File: src/design/lfu_pkg.sv
package lfu_pkg;

	// default color index width
	localparam int PIXEL_BITS_DEF = 8;

	// entries between front and back, power of two
	localparam int QUEUE_DEPTH = 4;

	// steps per pixel beat, two table reads per step
	localparam int NUM_STEPS = 4;
	localparam logic [1:0] LAST_STEP = 2'(NUM_STEPS - 1);

	typedef enum logic {
		KIND_PIXEL = 1'b0,
		KIND_TABLE = 1'b1
	} kind_t;

	typedef enum logic {
		SEQ_IDLE,
		SEQ_READ
	} seq_state_t;

	// queue status seen by its neighbors
	typedef struct packed {
		logic not_empty;
		logic not_full;
	} q_flags_t;

endpackage

File: src/design/lfu_front.sv
module lfu_front #(
	parameter int PIXEL_BITS = lfu_pkg::PIXEL_BITS_DEF
) (
	input  logic                     clk,
	input  logic                     arst_n,
	input  logic                     in_valid,
	output logic                     in_ready,
	input  logic                     req_type,
	input  logic [31:0]              top_word,
	input  logic [31:0]              below_word,
	input  logic [7:0]               right_pixel,
	input  logic [7:0]               table_first,
	input  logic [7:0]               table_second,
	input  logic [7:0]               table_value,
	input  lfu_pkg::q_flags_t        q_flags,
	output logic                     push,
	output logic [9*PIXEL_BITS:0]    push_data
);

	localparam int PB       = PIXEL_BITS;
	localparam int B_OFS    = 4 * PB;
	localparam int R_OFS    = 8 * PB;
	localparam int KIND_POS = 9 * PB;
	localparam int ENTRY_W  = 9 * PB + 1;

	logic               vld_q;
	logic [ENTRY_W-1:0] entry_q;
	logic [ENTRY_W-1:0] entry_d;
	logic               accept;

	// masked and classified entry
	always_comb begin
		entry_d = '0;
		if (req_type == lfu_pkg::KIND_TABLE) begin
			entry_d[0 +: PB]      = table_first[PB-1:0];
			entry_d[PB +: PB]     = table_second[PB-1:0];
			entry_d[2 * PB +: PB] = table_value[PB-1:0];
			entry_d[KIND_POS]     = lfu_pkg::KIND_TABLE;
		end else begin
			for (int k = 0; k < 4; k++) begin
				entry_d[k * PB +: PB]         = top_word[8 * k +: PB];
				entry_d[B_OFS + k * PB +: PB] = below_word[8 * k +: PB];
			end
			entry_d[R_OFS +: PB] = right_pixel[PB-1:0];
			entry_d[KIND_POS]    = lfu_pkg::KIND_PIXEL;
		end
	end

	assign push      = vld_q && q_flags.not_full;
	assign in_ready  = !vld_q || q_flags.not_full;
	assign accept    = in_valid && in_ready;
	assign push_data = entry_q;

	// input stage register
	always_ff @(posedge clk or negedge arst_n) begin
		if (!arst_n) begin
			vld_q <= 1'b0;
		end else if (accept) begin
			vld_q <= 1'b1;
		end else if (push) begin
			vld_q <= 1'b0;
		end
	end

	always_ff @(posedge clk) begin
		if (accept) begin
			entry_q <= entry_d;
		end
	end

endmodule

File: config.mk
export PLATFORM = sky130hd
export DESIGN_NAME = lfu_front
export DESIGN_NICKNAME = d
export VERILOG_FILES = /design/src/design/lfu_pkg.sv /design/src/design/lfu_front.sv
export SDC_FILE = /design/constraint.sdc
export NUM_CORES = 1
export LEC_CHECK = 0
export BUFFER_PORTS_ARGS = -buffer_cell sky130_fd_sc_hd__clkbuf_2
export CAP_MARGIN = 20
export CORE_MARGIN = 2
export CORE_UTILIZATION = 46
export CTS_BUF_LIST = sky130_fd_sc_hd__clkbuf_8 sky130_fd_sc_hd__clkbuf_16
export DETAILED_ROUTE_END_ITERATION = 10
export GPL_TIMING_DRIVEN = 0
export PLACE_DENSITY = 0.84
export SYNTH_ARGS = -nofsm -noshare
export SYNTH_HDL_FRONTEND = slang
export SYNTH_SLANG_ARGS = --single-unit
File: constraint.sdc
create_clock -name clk -period 4.9 [get_ports clk]
set_input_delay 0.245 -clock clk [delete_from_list [all_inputs] [get_ports clk]]
set_output_delay 0.245 -clock clk [all_outputs]
set_load 0.02 [all_outputs]
==> results of run 1 <==
[worst max-delay path, delay by kind of cell, from the launching register on]
kind,cells,cell delay (ns)
simple gates,2,0.89
flops,1,0.38
[through the flow]
stage	setup slack, ns	total power (W)	instance area [um2]
global placement	1.72	0.000961	3950
detailed placement	3.22	0.000968	3950
global route	3.11	0.00151	4170
CTS	3.20	0.00146	4170
finish	3.23	0.00145	4170
floorplan	2.13	0.000882	2980
[cells by family (layout without fill, tap and decap cells)]
| group | after synthesis | count (layout) |
|---|---|---|
| flops | 74 | 74 |
| simple gates | 52 | 52 |
| mux | 24 | 24 |
| buf+inv | 8 | 200 |
[how the worst max path moves through the flow]
stage | from | end | slack, ns | depth (start not counted)
5_1_grt | vld_q | push_data[2] | 3.11 | 2
3_3_place_gp | vld_q | push_data[35] | 1.72 | 2
4_1_cts | vld_q | push_data[31] | 3.20 | 2
6_report | vld_q | push_data[31] | 3.23 | 2
3_5_place_dp | q_flags[0] | push_data[70] | 3.22 | 3
2_1_floorplan | vld_q | push_data[0] | 2.13 | 2
[what timing repair did]
item	CTS	global route
hold buffers	1	0
endpoints found under the hold margin	1	0
setup buffers	0	0
[metal layers]
| layer | GRT usage [%] | vias to the layer above | part of all wire [%] |
|---|---|---|---|
| li1 | - | 940 | - |
| met5 | 0 | - | 0 |
| met4 | 8.66 | 0 | 2.0 |
| met2 | 30.5 | 109 | 52 |
| met3 | 5.11 | 10 | 8.6 |
| met1 | 21.4 | 895 | 38 |
[cells in the final DEF, fill, tap and decap left out, drive strengths merged, types with 2 or more instances in the layout]
cell,count
and2,2
mux2,24
clkinv,3
edfxtp,73
bufinv,2
buf,8
nand2b,2
nor2b,48
clkbuf,184
[power groups by stage]
stage | Clock [W] | Combinational (W) | Sequential, W
4_1_cts | 0.000509 | 0.000202 | 0.000754
3_5_place_dp | 0 | 0.000200 | 0.000768
3_3_place_gp | 0 | 0.000194 | 0.000768
5_1_grt | 0.000541 | 0.000214 | 0.000756
2_1_floorplan | 0 | 0.0000665 | 0.000816
6_report | 0.000498 | 0.000198 | 0.000753
[state kept, by name, indices dropped and copies added (netlist names)]
name       flops
vld_q          1
push_data     73
[cell type report]
class | instances | area (um2)
clock buffers | 9 | 124
repair buffers | 176 | 886
clock inverters | 7 | 85.1
plain buffers | 8 | 82.6
flip-flops and latches | 74 | 2220
well taps | 77 | 96.3
multi-input cells | 76 | 681
fillers | 499 | 2140
==> out/results.ini, run 1 <==
[pwr]
seq_power_share_pct=52.0
p_leak_nw=1.91
cellInternalPower_w=0.00111
pwr-share-clk_pct=34.3
powerDensity_nw_per_um2=347
sw_frac_of_total_pct=23.1
p_comb_share_pct=13.7
switching_power_w=0.000334
vdd.ir_drop.worst_mv=0.193

[logic_synthesis]
yosys-top-cells-count=edfxtp_1 (73), nor2b_1 (48), mux2_4 (22)
yosys.area.top_type=edfxtp_1
synth_mux_area_share_pct=11.8
synth_compound_area_share_pct=0
syn_area_um2=2980
synth_top_family_by_area=multiplexers
ys_types=10
synth-seq-cells=74
synth_area_leaders=edfxtp_1 (74%), mux2_4 (11%), nor2b_1 (10%)
syn_avg_cell_area_um2=18.8
synth_edf_count=73
synthAdderAreaFrac_pct=0
yosysWarnings=0
yosys.area.top_type_share_pct=73.6
synthesis.nets=260
synthXorXnorAreaFrac_pct=0
yosysSeqAreaShare_pct=74.5
yosysMostFrequentCell=edfxtp_1
synthCells=158
synthFlopType=edfxtp_1
synthSimpleGateAreaFrac_pct=10.9
async_reset_ff_share_pct=1.35

[cts]
root_buffer=clkbuf_8
cts_tree=built
post_cts_resized=0
cts_sinks=74
cts_buffer_depth=2
clkTransAtPathRegs_ns=0.08
insertion_delay_ns=0.33
cts_buffers=9
htreeDepth=3

[sta]
final-max-slew-violation-count=0
fin_crit_ns=1.67
finalSetupTns_ns=0
worst_pin_slew_ns=0.926
hold_violations=0
slew_headroom_pct=38.2
finalHoldWorstSlack_ns=0.131
period_share_pct=34.1
grt_setup_unrepaired=no
clock-skew-final_ns=0.00679
setup_viol=0
clock.fmax_mhz=599

[floorplanning]
die-area_um2=7130
ios=177
die_w_um=84.5
rows=29
die_y_um=84.5
start_util_pct=47.2
core_um2=6310

[critical_path]
path_cells=nand2b_1, and2_4
crit_arrival_ns=1.62
cp_slowest_cell=and2_4
crit_type=flip-flop to flip-flop
cpPeakStageDelay_ns=0.78
worstReg2RegStart=vld_q
start_kind=flip-flop
cp_max_fo=73
critPathRequiredTime_ns=4.85
r2r_cells=2
r2r-end=push_data[31]
rrSetupSlack_ns=3.23
end_kind=flip-flop

[global_routing]
antenna_found_initial=0
grt_overflow=0
grt_use_total_pct=18.1
grt_max_degree=74
grt_pass1_vias=1972
grt_pass1_wl_um=9720

[place]
port_buffers=175
gp_congestion=0.716
dp_cells=410
dp_hpwl_um=4690

[detailed_routing]
dr.pass1.iters=4
wl_per_cell_um=14.7
num_vias=1954
ant_nets=0
wl_um=6290
vias_per_cell=4.58
remaining_drc_errors=0
drt_iter0_drc=78

[cells_and_area]
antenna_cells=0
syn_to_final_growth_pct=40.1
finish.net_count=447
stdcell_count=427
fin_util_pct=66.1
drive_above_1_share_pct=63.4

[worst_hold_path]
whs_endpoint=vld_q
whs_path_depth=2
hold_class=input port to flip-flop
holdCritStartpoint=in_valid

[status]
status=complete, no violations

[flow_run]
cap_viol_max_count=0

No activity file was read; power rests on OpenSTA's default activity.
==> inputs of run 2 (changes only) <==
CORE_UTILIZATION = 43   (was 46)
PLACE_DENSITY = 0.79   (was 0.84)
clock period = 1.71 ns   (was 4.9 ns; I/O delays follow)
==> out/results.ini, run 2 (synthesized netlist as in run 1, its figures left out) <==
[floorplanning]
rows=30
die_w_um=87.2
core_um2=6760
die_y_um=87.2
die-area_um2=7610
ios=177
start_util_pct=44.1

[cells_and_area]
layout_common_cells=clkbuf_2 (175), edfxtp_1 (73), nor2b_1 (48)
n_fill_cell=535
fin_util_pct=61.9
layout_commonest_cell=clkbuf_2
seqCellArea_um2=2220
multi_input_area_um2=689
largest_reg_flops=73
syn_to_final_growth_pct=40.4
drive_above_1_share_pct=63.2
antenna_cells=0
finish.net_count=450

[cts]
root_buffer=clkbuf_8
insertion_delay_ns=0.33
cts_sinks=74
clkTransAtPathRegs_ns=0.08
htreeDepth=3
cts_tree=built
cts_buffers=9
cts_buffer_depth=2

[sta]
fin_crit_ns=1.43
slew_headroom_pct=66.3
period_share_pct=83.6
worst_pin_slew_ns=0.505
clock-skew-final_ns=0.00498
finalSetupTns_ns=0
clock.fmax_mhz=699
final-max-slew-violation-count=0
grt_setup_unrepaired=no
setup_viol=0
hold_violations=0

[detailed_routing]
wl_per_cell_um=13.7
ant_nets=0
dr.pass1.iters=4
drt_iter0_drc=53
vias_per_cell=4.52
remaining_drc_errors=0
num_vias=1955
wl_um=5930

[global_routing]
grt_pass1_wl_um=8600
grt_overflow=0
grt_max_degree=74
grt_use_total_pct=15.2
antenna_found_initial=0
grt_pass1_vias=1896

[critical_path]
end_kind=flip-flop
crit_type=flip-flop to flip-flop
critPathRequiredTime_ns=1.68
cpPeakStageDelay_ns=0.50
crit_arrival_ns=1.40
path_cells=nand2b_1, and2_4
worst-path-buf-inv=0
cp_top_family=simple AND/OR/NAND/NOR gates
cp_slowest_cell=and2_4
crit_start=vld_q
worstReg2RegStart=vld_q
rrSetupSlack_ns=0.28
start_kind=flip-flop
cp_max_fo=37

[pwr]
vdd.ir_drop.worst_mv=0.519
p_leak_nw=1.92
powerDensity_nw_per_um2=956

[status]
status=complete, no violations

[worst_hold_path]
holdCritStartpoint=top_word[28]
hold_class=input port to flip-flop

[flow_run]
cap_viol_max_count=0

[place]
port_buffers=175
gp_congestion=0.689
dp_hpwl_um=4300

-- run 2: cell types whose count changed in the layout (fill, tap and decap cells not counted), sizes merged --
| cell | previous run | this run |
|---|---|---|
| and2 | 2 | 3 |
| bufinv | 2 | 1 |
| clkinv | 3 | 5 |
| clkinvlp | 1 | 0 |
| dlygate4sd3 | 1 | 3 |
-- run 2: per-stage QoR --
stage	cell area, um2	hold slack (ns)	cells	total power (W)	worst slack (ns)
floorplan	2980	-0.210	158	0.00252	0.105
global placement	3960	-0.139	413	0.00275	0.0774
detailed placement	3960	-0.139	413	0.00276	0.0464
CTS	4170	0.0190	432	0.00404	0.0218
global route	4180	0.0194	433	0.00416	0.217
finish	4180	0.0361	433	0.00400	0.280
-- run 2: worst paths after layout --
path	endpoint	cells after the start
worst max-delay path	push_data[26]	2
worst min-delay path	push_data[28]	2
min in group asynchronous	vld_q	2
worst max register to register	push_data[26]	2
max in group asynchronous	vld_q	2
worst min register to register	vld_q	2
-- run 2: routing by layer --
layer | routed length (um) | vias to the layer above | GRT usage (%)
met2 | 2970 | 114 | 25.5
li1 | - | 951 | -
met4 | 114 | 0 | 7.27
met3 | 577 | 13 | 6.73
met1 | 2270 | 877 | 16.4
met5 | 0 | - | 0
-- run 2: final cells by class --
class / count / area share, %
multi-input combinational: 77 / 16.5
sequential: 74 / 53.0
tap: 80 / 2.39
clock buffer: 9 / 2.96
timing repair buffer: 178 / 21.7
clock inverter: 7 / 1.47
buffer: 8 / 1.98
-- run 2: repair_timing --
item,in CTS,in global routing
gates resized for setup,0,1
endpoints found under the hold margin,3,0
setup endpoints to repair,0,73
hold buffers,3,0
setup buffers,0,0
-- run 2: power by group --
part	internal (W)	switching (W)
combinational	0.000264	0.000307
sequential	0.00213	0.0000273
clock	0.000659	0.000612
total	0.00305	0.000946
==> inputs of run 3 (changes only) <==
CORE_UTILIZATION = 39   (was 43)
PLACE_DENSITY = 0.76   (was 0.79)
clock period = 1.2 ns   (was 1.71 ns; I/O delays follow)
==> out/results.ini, run 3 (synthesized netlist as in run 1, its figures left out) <==
[cts]
root_buffer=clkbuf_8
htreeDepth=3
cts_buffer_depth=2
post_cts_buffers=0
insertion_delay_ns=0.33
cts_buffers=9
cts_sinks=74
clkTransAtPathRegs_ns=0.08
cts_tree=built

[sta]
setup_viol=0
clock.fmax_mhz=847
grt_setup_unrepaired=yes
period_share_pct=98.3
finalSetupTns_ns=0
hold_violations=0
clock-skew-final_ns=0.00512
fin_crit_ns=1.18
final-max-slew-violation-count=0
worst_pin_slew_ns=0.258
slew_headroom_pct=82.8

[detailed_routing]
wl_um=6590
dr.pass1.iters=4
drt_iter0_drc=40
vias_per_cell=4.47
num_vias=2060
remaining_drc_errors=0
wl_per_cell_um=14.3
ant_nets=0

[worst_hold_path]
holdCritStartpoint=top_word[25]
hold_class=input port to flip-flop

[floorplanning]
start_util_pct=40.6
ios=177
rows=31
core_um2=7330
die_y_um=91.4
die-area_um2=8350
die_w_um=91.4

[flow_run]
cap_viol_max_count=0

[pwr]
powerDensity_nw_per_um2=1430
finalPower_w=0.00621
p_leak_nw=1.99
vdd.ir_drop.worst_mv=0.592

[cells_and_area]
drive_above_1_share_pct=63.3
finish.net_count=459
syn_to_final_growth_pct=46.1
largest_reg_flops=73
antenna_cells=0
n_fill_cell=598
layout_commonest_cell=clkbuf_2
layout_common_cells=clkbuf_2 (175), edfxtp_1 (73), nor2b_1 (48)

[place]
port_buffers=175
dp_hpwl_um=4520
gp_congestion=0.711

[critical_path]
path_cells=nand2b_4, and2_2
crit_arrival_ns=1.19
cp_top_family=simple AND/OR/NAND/NOR gates
cp_max_fo=9
crit_type=flip-flop to flip-flop
worstReg2RegStart=vld_q
start_kind=flip-flop
cpPeakStageDelay_ns=0.41
end_kind=flip-flop
cp_slowest_cell=dfrtp_1
crit_start=vld_q
critPathRequiredTime_ns=1.21
worst-path-buf-inv=0

[global_routing]
antenna_found_initial=0
grt_pass1_vias=2121
grt_pass1_wl_um=9790
grt_max_degree=38
grt_use_total_pct=15.4
grt_overflow=0

[status]
status=complete, no violations

-- run 3: repair_timing --
item | 4_1_cts | 5_1_grt
endpoints found under the setup margin | 73 | 73
gates resized for setup | 1 | 2
pin swaps | 1 | 0
gates cloned | 1 | 4
hold buffers | 8 | 0
hold endpoints to repair | 8 | 0
-- run 3: stage by stage --
stage          utilization [%]  hold slack (ns)  cell area, um2  setup WS [ns]  std cells
2_1_floorplan                -           -0.236            2990         -0.293        158
3_3_place_gp              54.4           -0.164            3990         -0.413        432
3_5_place_dp              54.4           -0.163            3990         -0.453        432
4_1_cts                   58.9        0.0000908            4320         -0.169        457
5_1_grt                   59.3          0.00617            4350        -0.0461        461
6_report                  59.3           0.0119            4350         0.0199        461
-- run 3: per-layer routing --
metal	part of all wire, %	global-route usage [%]
met3	8.7	4.98
met2	52	27.3
met5	0	0
met4	2.6	7.45
met1	37	16.3
-- run 3: final timing paths --
| check | to | slack [ns] | cells after the start |
|---|---|---|---|
| worst max register to register | push_data[48] | 0.02 | 2 |
| min in group asynchronous | vld_q | 0.04 | 2 |
| worst min-delay path | push_data[25] | 0.01 | 2 |
| max in group asynchronous | vld_q | 1.08 | 2 |
| worst max-delay path | push_data[48] | 0.02 | 2 |
| worst min register to register | vld_q | 0.60 | 2 |
-- run 3: cell type report --
class                           instances  area [um2]  share of cell area [%]
Buffer                                  8        82.6                    1.90
Tap cell                               99         124                    2.85
Clock inverter                          7         116                    2.68
Timing Repair Buffer                  183         956                    22.0
Multi-Input combinational cell         81         729                    16.8
Clock buffer                            9         124                    2.85
Sequential cell                        74        2220                    51.0
-- run 3: power by group --
part / internal [W] / total (W) / switching (W)
Sequential: 0.00303 / 0.00307 / 0.0000422
Clock: 0.00139 / 0.00228 / 0.000898
Combinational: 0.000399 / 0.000853 / 0.000453
