File: config.mk
export PLATFORM = sky130hd
export DESIGN_NAME = lfu_queue
export DESIGN_NICKNAME = d
export VERILOG_FILES = /design/src/design/lfu_pkg.sv /design/src/design/lfu_queue.sv
export SDC_FILE = /design/constraint.sdc
export NUM_CORES = 1
export LEC_CHECK = 0
export ABC_CLOCK_PERIOD_IN_PS = 2550
export BUFFER_PORTS_ARGS = -buffer_cell sky130_fd_sc_hd__buf_4
export CORE_AREA = 2 2 174 219
export CTS_BUF_LIST = sky130_fd_sc_hd__clkbuf_8
export DETAILED_ROUTE_END_ITERATION = 10
export DIE_AREA = 0 0 176 221
export MAX_ROUTING_LAYER = met4
export SYNTH_ARGS = -nofsm -noshare
export SYNTH_HDL_FRONTEND = slang
export SYNTH_SLANG_ARGS = --single-unit
export TNS_END_PERCENT = 1
File: constraint.sdc
create_clock -name clk -period 2.55 [get_ports clk]
set_input_delay 0 -clock clk [delete_from_list [all_inputs] [get_ports clk]]
set_output_delay 0 -clock clk [all_outputs]
set_load 0.02 [all_outputs]
File: src/design/lfu_pkg.sv
package lfu_pkg;

	// default color index width
	localparam int PIXEL_BITS_DEF = 8;

	// entries between front and back, power of two
	localparam int QUEUE_DEPTH = 4;

	// steps per pixel beat, two table reads per step
	localparam int NUM_STEPS = 4;
	localparam logic [1:0] LAST_STEP = 2'(NUM_STEPS - 1);

	typedef enum logic {
		KIND_PIXEL = 1'b0,
		KIND_TABLE = 1'b1
	} kind_t;

	typedef enum logic {
		SEQ_IDLE,
		SEQ_READ
	} seq_state_t;

	// queue status seen by its neighbors
	typedef struct packed {
		logic not_empty;
		logic not_full;
	} q_flags_t;

endpackage

File: src/design/lfu_queue.sv
module lfu_queue #(
	parameter int WIDTH = 73,
	parameter int DEPTH = lfu_pkg::QUEUE_DEPTH
) (
	input  logic             clk,
	input  logic             arst_n,
	input  logic             push,
	input  logic [WIDTH-1:0] push_data,
	input  logic             pop,
	output logic [WIDTH-1:0] head_data,
	output lfu_pkg::q_flags_t flags
);

	localparam int PTR_W = (DEPTH > 1) ? $clog2(DEPTH) : 1;
	localparam int CNT_W = $clog2(DEPTH + 1);

	logic [WIDTH-1:0] slot_q [DEPTH];
	logic [PTR_W-1:0] wr_ptr_q;
	logic [PTR_W-1:0] rd_ptr_q;
	logic [CNT_W-1:0] count_q;

	assign flags.not_empty = (count_q != '0);
	assign flags.not_full  = (count_q != CNT_W'(DEPTH));
	assign head_data       = slot_q[rd_ptr_q];

	// storage
	always_ff @(posedge clk) begin
		if (push) begin
			slot_q[wr_ptr_q] <= push_data;
		end
	end

	// pointers and fill count
	always_ff @(posedge clk or negedge arst_n) begin
		if (!arst_n) begin
			wr_ptr_q <= '0;
			rd_ptr_q <= '0;
			count_q  <= '0;
		end else begin
			if (push) begin
				wr_ptr_q <= (wr_ptr_q == PTR_W'(DEPTH - 1)) ? '0 : wr_ptr_q + 1'b1;
			end
			if (pop) begin
				rd_ptr_q <= (rd_ptr_q == PTR_W'(DEPTH - 1)) ? '0 : rd_ptr_q + 1'b1;
			end
			if (push && !pop) begin
				count_q <= count_q + 1'b1;
			end else if (pop && !push) begin
				count_q <= count_q - 1'b1;
			end
		end
	end

endmodule

==> results.toml, run 1 <==
[layout]
flow.area_growth_from_synthesis_pct = 32.2
stdcell_count = 1222
layout-drive-gt1-share = 0.421
final_core_utilization = 0.392
finalNetCount = 781
final_antenna_diode_count = 0
final_cell_area_sq_mm = 0.0145

[drt]
routed_wl_mm = 22.4
initialDrtViolationCount = 335
dr.pass1.iters = 6
routed-via-count = 5307
drt.antenna.violating_nets = 0
via_density_per_instance = 4.34
drt-wirelength-per-cell_um = 18.3
drc = 0

[timing]
setup_viol_count_final = 0
hold-worst-slack_ns = 0.153
fin_worst_setup_slack_ns = 0.174
worstMarginPinSlew_ns = 0.683
finalSetupTns_ns = 0
timing.max_slew.rel_slack = 0.545
grt_setup_unrepaired = "no"
worst_clock_skew_on_the_final_layout_ns = 0.0226
finalWorstPathRequiredPeriod_ns = 2.38
timing_hold_violations_final = 0
crit_share_post_route = 0.932
finalMaxSlewViolations = 0
maxClockFrequency_mhz = 421

[grt]
grt_max_degree = 73
overflow = 0
grt_antenna_before_repair = 0
grt_use_total = 0.121
grt_first_pass_wirelength_mm = 34.7
grt_pass1_vias = 6013

[placed_design]
dp_cells = 1055
routabilityCongestion = 0.700
buffer_ports.inserted = 151
dpl.hpwl_mm = 12.7
placed_cell_area_sq_mm = 0.0128
placement.setup.worst_slack_ns = 0.729

[critical_path]
startpoint_type = "flip-flop"
cp_slowest_stage_delay_ns = 0.87
crit_fanout = 41
cp-end-kind = "output port"
critical_path_class = "flip-flop to output port"
worst-endpoint-required_ns = 2.55
critPathArrivalTime_ns = 2.38
timing.critical_path.slowest_stage_cell = "dfrtp_4"
cp_cell_sequence = "buf_4 -> mux4_2 -> buf_4"
cpMostUsedCell = "buf_4"

[synthesis]
synth_edf_count = 292
yosysUniqueCellTypes = 18
synth_top_area_cell = "edfxtp_1"
yosysWarningCount = 0
post_synth_inst_count = 419
muxShareOfSynthArea = 0.153
xor_and_xnor_area_share_after_synthesis = 0.00240
cell_with_the_most_instances_after_synthesis = "edfxtp_1"
syn_avg_cell_area_sq_um = 26.1
async_reset_ff_frac = 0.0234
synth-seq-area-share = 0.817
yosys-top-cells-count = "292 x edfxtp_1, 73 x mux4_2, 7 x buf_2, 7 x dfrtp_1"
synth.top_cell.area_share = 0.801
ys_ff_latch = 299
synth_fa_ha_area_frac = 0.00869
synthSimpleGateAreaFrac = 0.00526
dominantRegCellSynth = "edfxtp_1"
post_synth_instance_area_sq_mm = 0.0109
synth_nets = 503
synth_compound_gate_area_share = 0.000914
main_combinational_cell_family_by_area_after_synthesis = "multiplexers"
main_area_contributors_after_synthesis = "edfxtp_1 80%, mux4_2 15%, dfrtp_1 1.6%"

[clocking]
worstSkewPairLatency_ns = 0.58
ctsLongestPathBuffers = 3
clock-sinks = 299
clock_tree_from_tritoncts = "done"
cts_buffer_count = 49
clock-root-buffer = "clkbuf_8"
htree_levels = 2
clk_pin_slew_ns = 0.06

[floorplan]
die_footprint_sq_mm = 0.0389
fp.dieW_um = 176
io-pin-count = 152
rows = 79
core_area_sq_mm = 0.0369
fp.dieH_um = 221
initial_core_util = 0.297

[worst_hold_path]
timing.hold.worst.class = "primary input to flip-flop"

[power]
power_density_mw_per_mm2 = 1090
leakage_nw = 5.01
report.power.total_mw = 15.8
ir_drop_worst_case_vdd_uv = 636

[run_status]
outcome = "finished, final reports clean"

[flow_run]
drv.max_cap_violation_count = 0
-- state kept, by name, indices dropped and copies added, names as in the netlist --
signal and flops:
slot_q 292, count_q 3, rd_ptr_q 2, wr_ptr_q 2
-- cell families (layout without fill, tap and decap cells) --
| logic type | after synthesis | after routing |
|---|---|---|
| AO/OA/AOI/OAI | 2 | 2 |
| XOR/XNOR | 3 | 3 |
| adder cells (fa/ha/maj) | 7 | 7 |
| buffers and inverters | 20 | 337 |
| flip-flops | 299 | 299 |
| multiplexers | 76 | 76 |
| AND/OR/NAND/NOR | 12 | 12 |
-- cells in the final DEF, fill, tap and decap left out --
master | synthesis | layout
edfxtp_1 | 292 | 292
buf_4 | 2 | 160
dlygate4sd3_1 | 0 | 77
mux4_2 | 73 | 73
clkbuf_8 | 0 | 50
inv_1 | 4 | 18
clkinv_1 | 0 | 14
ha_1 | 6 | 6
buf_12 | 0 | 6
dfrtp_1 | 7 | 5
nor2_1 | 4 | 4
and2_4 | 0 | 4
clkinv_2 | 0 | 4
nand2_1 | 3 | 3
mux2_2 | 3 | 3
o21ai_0 | 2 | 2
xor2_1 | 2 | 2
clkinvlp_4 | 0 | 2
clkinv_4 | 0 | 2
bufinv_16 | 0 | 2
dfrtp_4 | 0 | 2
or3_1 | 1 | 1
xnor2_1 | 1 | 1
fa_1 | 1 | 1
inv_8 | 0 | 1
inv_6 | 0 | 1
-- where the power goes --
part	internal [mW]	leakage, nW	total, mW	switching [mW]
Clock	2.05	0.519	3.96	1.91
Sequential	6.31	2.76	6.72	0.414
Combinational	2.49	1.73	5.15	2.66
Total	10.8	5.01	15.8	4.99
-- worst max-delay path: cells and delay by family, from the launching register on --
family | cells | cell delay [ns]
multiplexers | 1 | 0.35
flip-flops | 1 | 0.87
buffers and inverters | 2 | 0.56
-- area by class of cell --
cell class / instances / area [sq um]
Inverter: 4 / 15.0
Clock inverter: 40 / 238
Clock buffer: 50 / 688
Sequential cell: 299 / 8950
Multi-Input combinational cell: 100 / 1880
Fill cell: 3250 / 22400
Tap cell: 486 / 608
Timing Repair Buffer: 243 / 2090
-- final timing paths --
path / slack, ns / depth (start not counted) / startpoint / end
worst max-delay path: 0.17 / 3 / rd_ptr_q[1]$_DFFE_PN0P_ / head_data[15]
min in group asynchronous: 0.40 / 3 / arst_n / count_q[2]$_DFFE_PN0P_
max in group asynchronous: 1.82 / 3 / arst_n / rd_ptr_q[1]$_DFFE_PN0P_
worst max register to register: 0.85 / 4 / wr_ptr_q[0]$_DFFE_PN0P_ / slot_q[2][64]$_DFFE_PP_
worst min-delay path: 0.15 / 2 / push_data[36] / slot_q[3][36]$_DFFE_PP_
worst min register to register: 0.51 / 1 / count_q[2]$_DFFE_PN0P_ / count_q[2]$_DFFE_PN0P_
-- metal layers --
| metal | track usage | share of wire |
|---|---|---|
| met1 | 0.141 | 0.40 |
| met2 | 0.205 | 0.52 |
| met3 | 0.0301 | 0.055 |
| met4 | 0.0424 | 0.024 |
| met5 | - | 0 |
-- timing repair --
| action | CTS | global route |
|---|---|---|
| hold buffers | 77 | 0 |
| endpoints found under the hold margin | 318 | 0 |
| setup buffers | 0 | 0 |
| resized for setup | 0 | 0 |
(Power assumes the default switching activity.)
==> inputs of run 2 (changes only) <==
- MAX_ROUTING_LAYER: met4 -> default
==> run 2 against run 1 <==
Net effect:
- worst hold slack hardly changed
- largest power group unchanged
- sequential power about the same
- total power about the same
- via count increased by 0.17%
- sequential share of layout area stayed put
- sequential cell count unchanged
- critical endpoint unchanged
- design area unchanged
- largest cell class unchanged
- count of clock-buffer cells in the layout is the same
- utilization unchanged
- first-iteration DRC count decreased by 5.1%
==> results.toml, run 2 (synthesis gave the netlist of run 1 again) <==
[clocking]
ctsLongestPathBuffers = 3
cts_buffer_count = 49
worstSkewPairLatency_ns = 0.58
cts_hold_buf = 77
clock-root-buffer = "clkbuf_8"
htree_levels = 2
clock_tree_from_tritoncts = "done"
ctsResizeCount = 0
cts_setup_buffers = 0
clk_pin_slew_ns = 0.06
clock-sinks = 299

[worst_hold_path]
hp-start = "push_data[36]"
timing.hold.worst_endpoint = "slot_q[3][36]$_DFFE_PP_"
holdPathStages = 2
timing.hold.worst.class = "primary input to flip-flop"

[critical_path]
cp-end-kind = "output port"
critPathTopFamily = "flip-flops"
cp_cell_sequence = "buf_4 -> mux4_2 -> buf_4"
worst-endpoint-required_ns = 2.55
critPathArrivalTime_ns = 2.37
timing.critical_path.slowest_stage_cell = "dfrtp_4"
ff2ff_path_depth = 4
timing.critical_path.buf_inv = 2
startpoint_type = "flip-flop"
rr_startpoint = "wr_ptr_q[0]$_DFFE_PN0P_"
critical_path_class = "flip-flop to output port"
cp_slowest_stage_delay_ns = 0.87
r2r_setup_slk_ns = 0.84
crit_fanout = 41
rr_endpoint = "slot_q[2][64]$_DFFE_PP_"
cpMostUsedCell = "buf_4"

[placed_design]
placement.setup.worst_slack_ns = 0.729
routabilityCongestion = 0.693
buffer_ports.inserted = 151
dpl.hpwl_mm = 12.7

[grt]
grt_pass1_vias = 6010
grt_first_pass_wirelength_mm = 34.7
overflow = 0
grt_antenna_before_repair = 0
grt_use_total = 0.118
grt_max_degree = 73

[floorplan]
initial_core_util = 0.297
io-pin-count = 152
fp.dieH_um = 221
die_footprint_sq_mm = 0.0389
fp.dieW_um = 176
rows = 79
core_area_sq_mm = 0.0369

[power]
report.power.total_mw = 15.8
ir_drop_worst_case_vdd_uv = 637
power_density_mw_per_mm2 = 1090
leakage_nw = 5.01

[timing]
timing.max_slew.rel_slack = 0.545
finalMaxSlewViolations = 0
fin_worst_setup_slack_ns = 0.178
worst_clock_skew_on_the_final_layout_ns = 0.0205
finalWorstPathRequiredPeriod_ns = 2.37
finalSetupTns_ns = 0
maxClockFrequency_mhz = 422
crit_share_post_route = 0.930
timing_hold_violations_final = 0
worstMarginPinSlew_ns = 0.683
setup_viol_count_final = 0
grt_setup_unrepaired = "no"

[drt]
via_density_per_instance = 4.35
drt-wirelength-per-cell_um = 18.4
drc = 0
routed_wl_mm = 22.4
initialDrtViolationCount = 318
dr.pass1.iters = 6
routed-via-count = 5316
drt.antenna.violating_nets = 0

[run_status]
outcome = "finished, final reports clean"

[flow_run]
drv.max_cap_violation_count = 0

[layout]
layout_top_registers = "slot_q: 292 flops, count_q: 3 flops"
final_antenna_diode_count = 0
regMostFlops = "slot_q"
layout_common_cells = "292 x edfxtp_1, 160 x buf_4, 77 x dlygate4sd3_1, 73 x mux4_2, 50 x clkbuf_8"
finalNetCount = 781
largest_register_ff_count = 292
layout_commonest_cell = "edfxtp_1"
final_core_utilization = 0.392
layout-drive-gt1-share = 0.421
flow.area_growth_from_synthesis_pct = 32.2
run 2: cell counts in the layout (fill, tap and decap cells not counted):
No cell type changed its count.
run 2: stage by stage:
step           hold WS (ns)  cell area [sq um]  std cells
2_1_floorplan        -0.296              10900        419
6_report              0.153              14500       1222
3_5_place_dp         -0.175              12800       1055
5_1_grt               0.104              14500       1222
4_1_cts              0.0923              14500       1222
3_3_place_gp         -0.171              12800       1055
run 2: layout make-up:
class                      count  area, sq um
clock buffer                  50          688
clock inverter                40          238
fill                        3250        22400
inverter                       4         15.0
multi-input combinational    100         1880
sequential                   299         8950
tap                          486          608
timing repair buffer         243         2090
run 2: power breakdown:
part	total (mW)	leakage, nW	switching [mW]	internal (mW)
Combinational	5.15	1.73	2.66	2.49
Sequential	6.72	2.76	0.414	6.31
Clock	3.96	0.519	1.92	2.05
Total	15.8	5.01	4.99	10.8
run 2: routing by layer:
layer  track usage  up-vias  share of wire
met5             0        -              0
met4        0.0424        0          0.025
met3        0.0306       44          0.048
met2         0.204      143           0.52
met1         0.141     2761           0.41
li1              -     2368              -
run 2: how the worst max path moves through the flow:
stage	startpoint	end	depth (start not counted)
CTS	rd_ptr_q[1]$_DFFE_PN0P_	head_data[15]	3
global placement	rd_ptr_q[1]$_DFFE_PN0P_	head_data[15]	3
detailed placement	rd_ptr_q[1]$_DFFE_PN0P_	head_data[15]	3
finish	rd_ptr_q[1]$_DFFE_PN0P_	head_data[15]	3
global route	rd_ptr_q[1]$_DFFE_PN0P_	head_data[22]	3
floorplan	wr_ptr_q[0]$_DFFE_PN0P_	slot_q[2][0]$_DFFE_PP_	3
==> inputs of run 3 (changes only) <==
- ABC_CLOCK_PERIOD_IN_PS: 2550 -> 2200
- clock period: 2.55 -> 2.2 ns (I/O delays scaled with it)
==> run 3 against run 2 <==
Net effect:
- clock power up 10%
- routed wire length down 2.3%
- final cell count down 0.49%
- sequential cell count unchanged
- highest routed layer is now met5
- first-iteration DRC count down 14%
- largest power group unchanged
- count of clock-buffer cells in the layout up 2
==> results.toml, run 3 (synthesis gave the netlist of run 1 again) <==
[critical_path]
r2r_setup_slk_ns = 0.54
cp_cell_sequence = "buf_16 -> mux4_2 -> buf_6"
timing.critical_path.slowest_stage_cell = "dfrtp_4"
cp-end-kind = "output port"
critPathArrivalTime_ns = 2.10
critical_path_class = "flip-flop to output port"
startpoint_type = "flip-flop"
crit_fanout = 31
rr_startpoint = "wr_ptr_q[0]$_DFFE_PN0P_"
ff2ff_path_depth = 4
cp-startpoint = "rd_ptr_q[1]$_DFFE_PN0P_"
worst-endpoint-required_ns = 2.20
rr_endpoint = "slot_q[2][17]$_DFFE_PP_"
setup.worst_path.end = "head_data[47]"
cp_slowest_stage_delay_ns = 0.69

[timing]
grt_setup_unrepaired = "yes"
worst_clock_skew_on_the_final_layout_ns = 0.0323
maxClockFrequency_mhz = 477
finalWorstPathRequiredPeriod_ns = 2.10
finalMaxSlewViolations = 0
finalSetupTns_ns = 0
hold-worst-slack_ns = 0.157
timing_hold_violations_final = 0
worstMarginPinSlew_ns = 0.494
crit_share_post_route = 0.953
setup_viol_count_final = 0
timing.max_slew.rel_slack = 0.670

[worst_hold_path]
timing.hold.worst.class = "primary input to flip-flop"

[floorplan]
fp.dieW_um = 176
core_area_sq_mm = 0.0369
initial_core_util = 0.297
rows = 79
fp.dieH_um = 221
io-pin-count = 152
die_footprint_sq_mm = 0.0389

[power]
ir_drop_worst_case_vdd_uv = 634
report.power.total_mw = 18.4
leakage_nw = 5.02
power_density_mw_per_mm2 = 1270

[drt]
route.top_layer_used = "met5"
drt.antenna.violating_nets = 0
met2WireLength_mm = 11.1
dr.pass1.iters = 4
detailed_routed_wire_length_on_met3_mm = 1.17
via_density_per_instance = 4.33
drt-wirelength-per-cell_um = 18.0
routed-via-count = 5269
initialDrtViolationCount = 273
met1_length_mm = 8.92
routed_wl_mm = 21.9
drc = 0

[placed_design]
buffer_ports.inserted = 151
dp_cells = 1055
dpl.hpwl_mm = 12.9
routabilityCongestion = 0.664

[grt]
grt_pass1_vias = 5951
grt_first_pass_wirelength_mm = 34.3
grt_antenna_before_repair = 1
grt_use_total = 0.116
grt_max_degree = 74
overflow = 0

[clocking]
clock-root-buffer = "clkbuf_8"
clock-sinks = 299
cts_buffer_count = 47
clock_tree_from_tritoncts = "done"
ctsLongestPathBuffers = 3
clk_pin_slew_ns = 0.06
htree_levels = 2
worstSkewPairLatency_ns = 0.58

[flow_run]
drv.max_cap_violation_count = 0

[run_status]
outcome = "finished, final reports clean"

[layout]
regMostFlops = "slot_q"
layout_top_registers = "slot_q: 292 flops, count_q: 3 flops"
layout_commonest_cell = "edfxtp_1"
layout-drive-gt1-share = 0.422
stdcell_count = 1216
largest_register_ff_count = 292
finalNetCount = 780
layout_common_cells = "292 x edfxtp_1, 147 x buf_4, 77 x dlygate4sd3_1, 73 x mux4_2, 52 x clkbuf_8"
final_antenna_diode_count = 0
flow.area_growth_from_synthesis_pct = 32.8
-- run 3: cell types whose count changed in the layout (fill, tap and decap cells not counted), sizes merged --
cell      delta
bufinv       -1
clkinv       -8
inv          -2
buf          +1
clkinvlp     +2
clkbuf       +2
-- run 3: where the power goes --
| part | switching (mW) | total (mW) | internal, mW |
|---|---|---|---|
| clock | 2.10 | 4.37 | 2.28 |
| combinational | 3.27 | 6.35 | 3.08 |
| sequential | 0.367 | 7.68 | 7.31 |
| total | 5.73 | 18.4 | 12.7 |
-- run 3: what timing repair did --
item / 4_1_cts / 5_1_grt
setup endpoints to repair: 53 / 12
buffers inserted: 1 / 0
endpoints found under the hold margin: 342 / 0
hold buffers: 77 / 0
gates resized for setup: 1 / 8
-- run 3: worst max-delay path: cells and delay by family (launching register included) --
family / cells / cell delay (ns)
buffers and inverters: 2 / 0.43
muxes: 1 / 0.38
DFF: 1 / 0.69
-- run 3: layer usage --
| layer | vias up | GRT usage |
|---|---|---|
| li1 | 2357 | - |
| met1 | 2709 | 0.142 |
| met2 | 147 | 0.195 |
| met3 | 54 | 0.0301 |
| met4 | 2 | 0.0469 |
| met5 | - | 0 |
-- run 3: worst min-delay path by stage --
stage | end | startpoint | cells past startpoint | slack (ns)
3_5_place_dp | count_q[2]$_DFFE_PN0P_ | arst_n | 1 | -0.18
4_1_cts | slot_q[2][52]$_DFFE_PP_ | push_data[52] | 2 | 0.10
3_3_place_gp | count_q[2]$_DFFE_PN0P_ | arst_n | 1 | -0.18
6_report | slot_q[1][52]$_DFFE_PP_ | push_data[52] | 2 | 0.16
5_1_grt | slot_q[2][42]$_DFFE_PP_ | push_data[42] | 2 | 0.12
2_1_floorplan | count_q[0]$_DFFE_PN0P_ | arst_n | 0 | -0.30
-- run 3: cell type report --
cell class                 count  area, sq um
fill                        3268        22300
multi-input combinational    100         1880
clock buffer                  52          716
tap                          486          608
sequential                   299         8950
inverter                       4         15.0
timing repair buffer         244         2210
clock inverter                31          160
-- run 3: per-stage QoR --
stage                util  setup WS (ns)  area, sq um
global route        0.394       -0.00918        14500
CTS                 0.393       0.000228        14500
detailed placement  0.348          0.567        12800
global placement    0.348          0.562        12800
finish              0.394          0.103        14500
floorplan               -         -0.570        10900
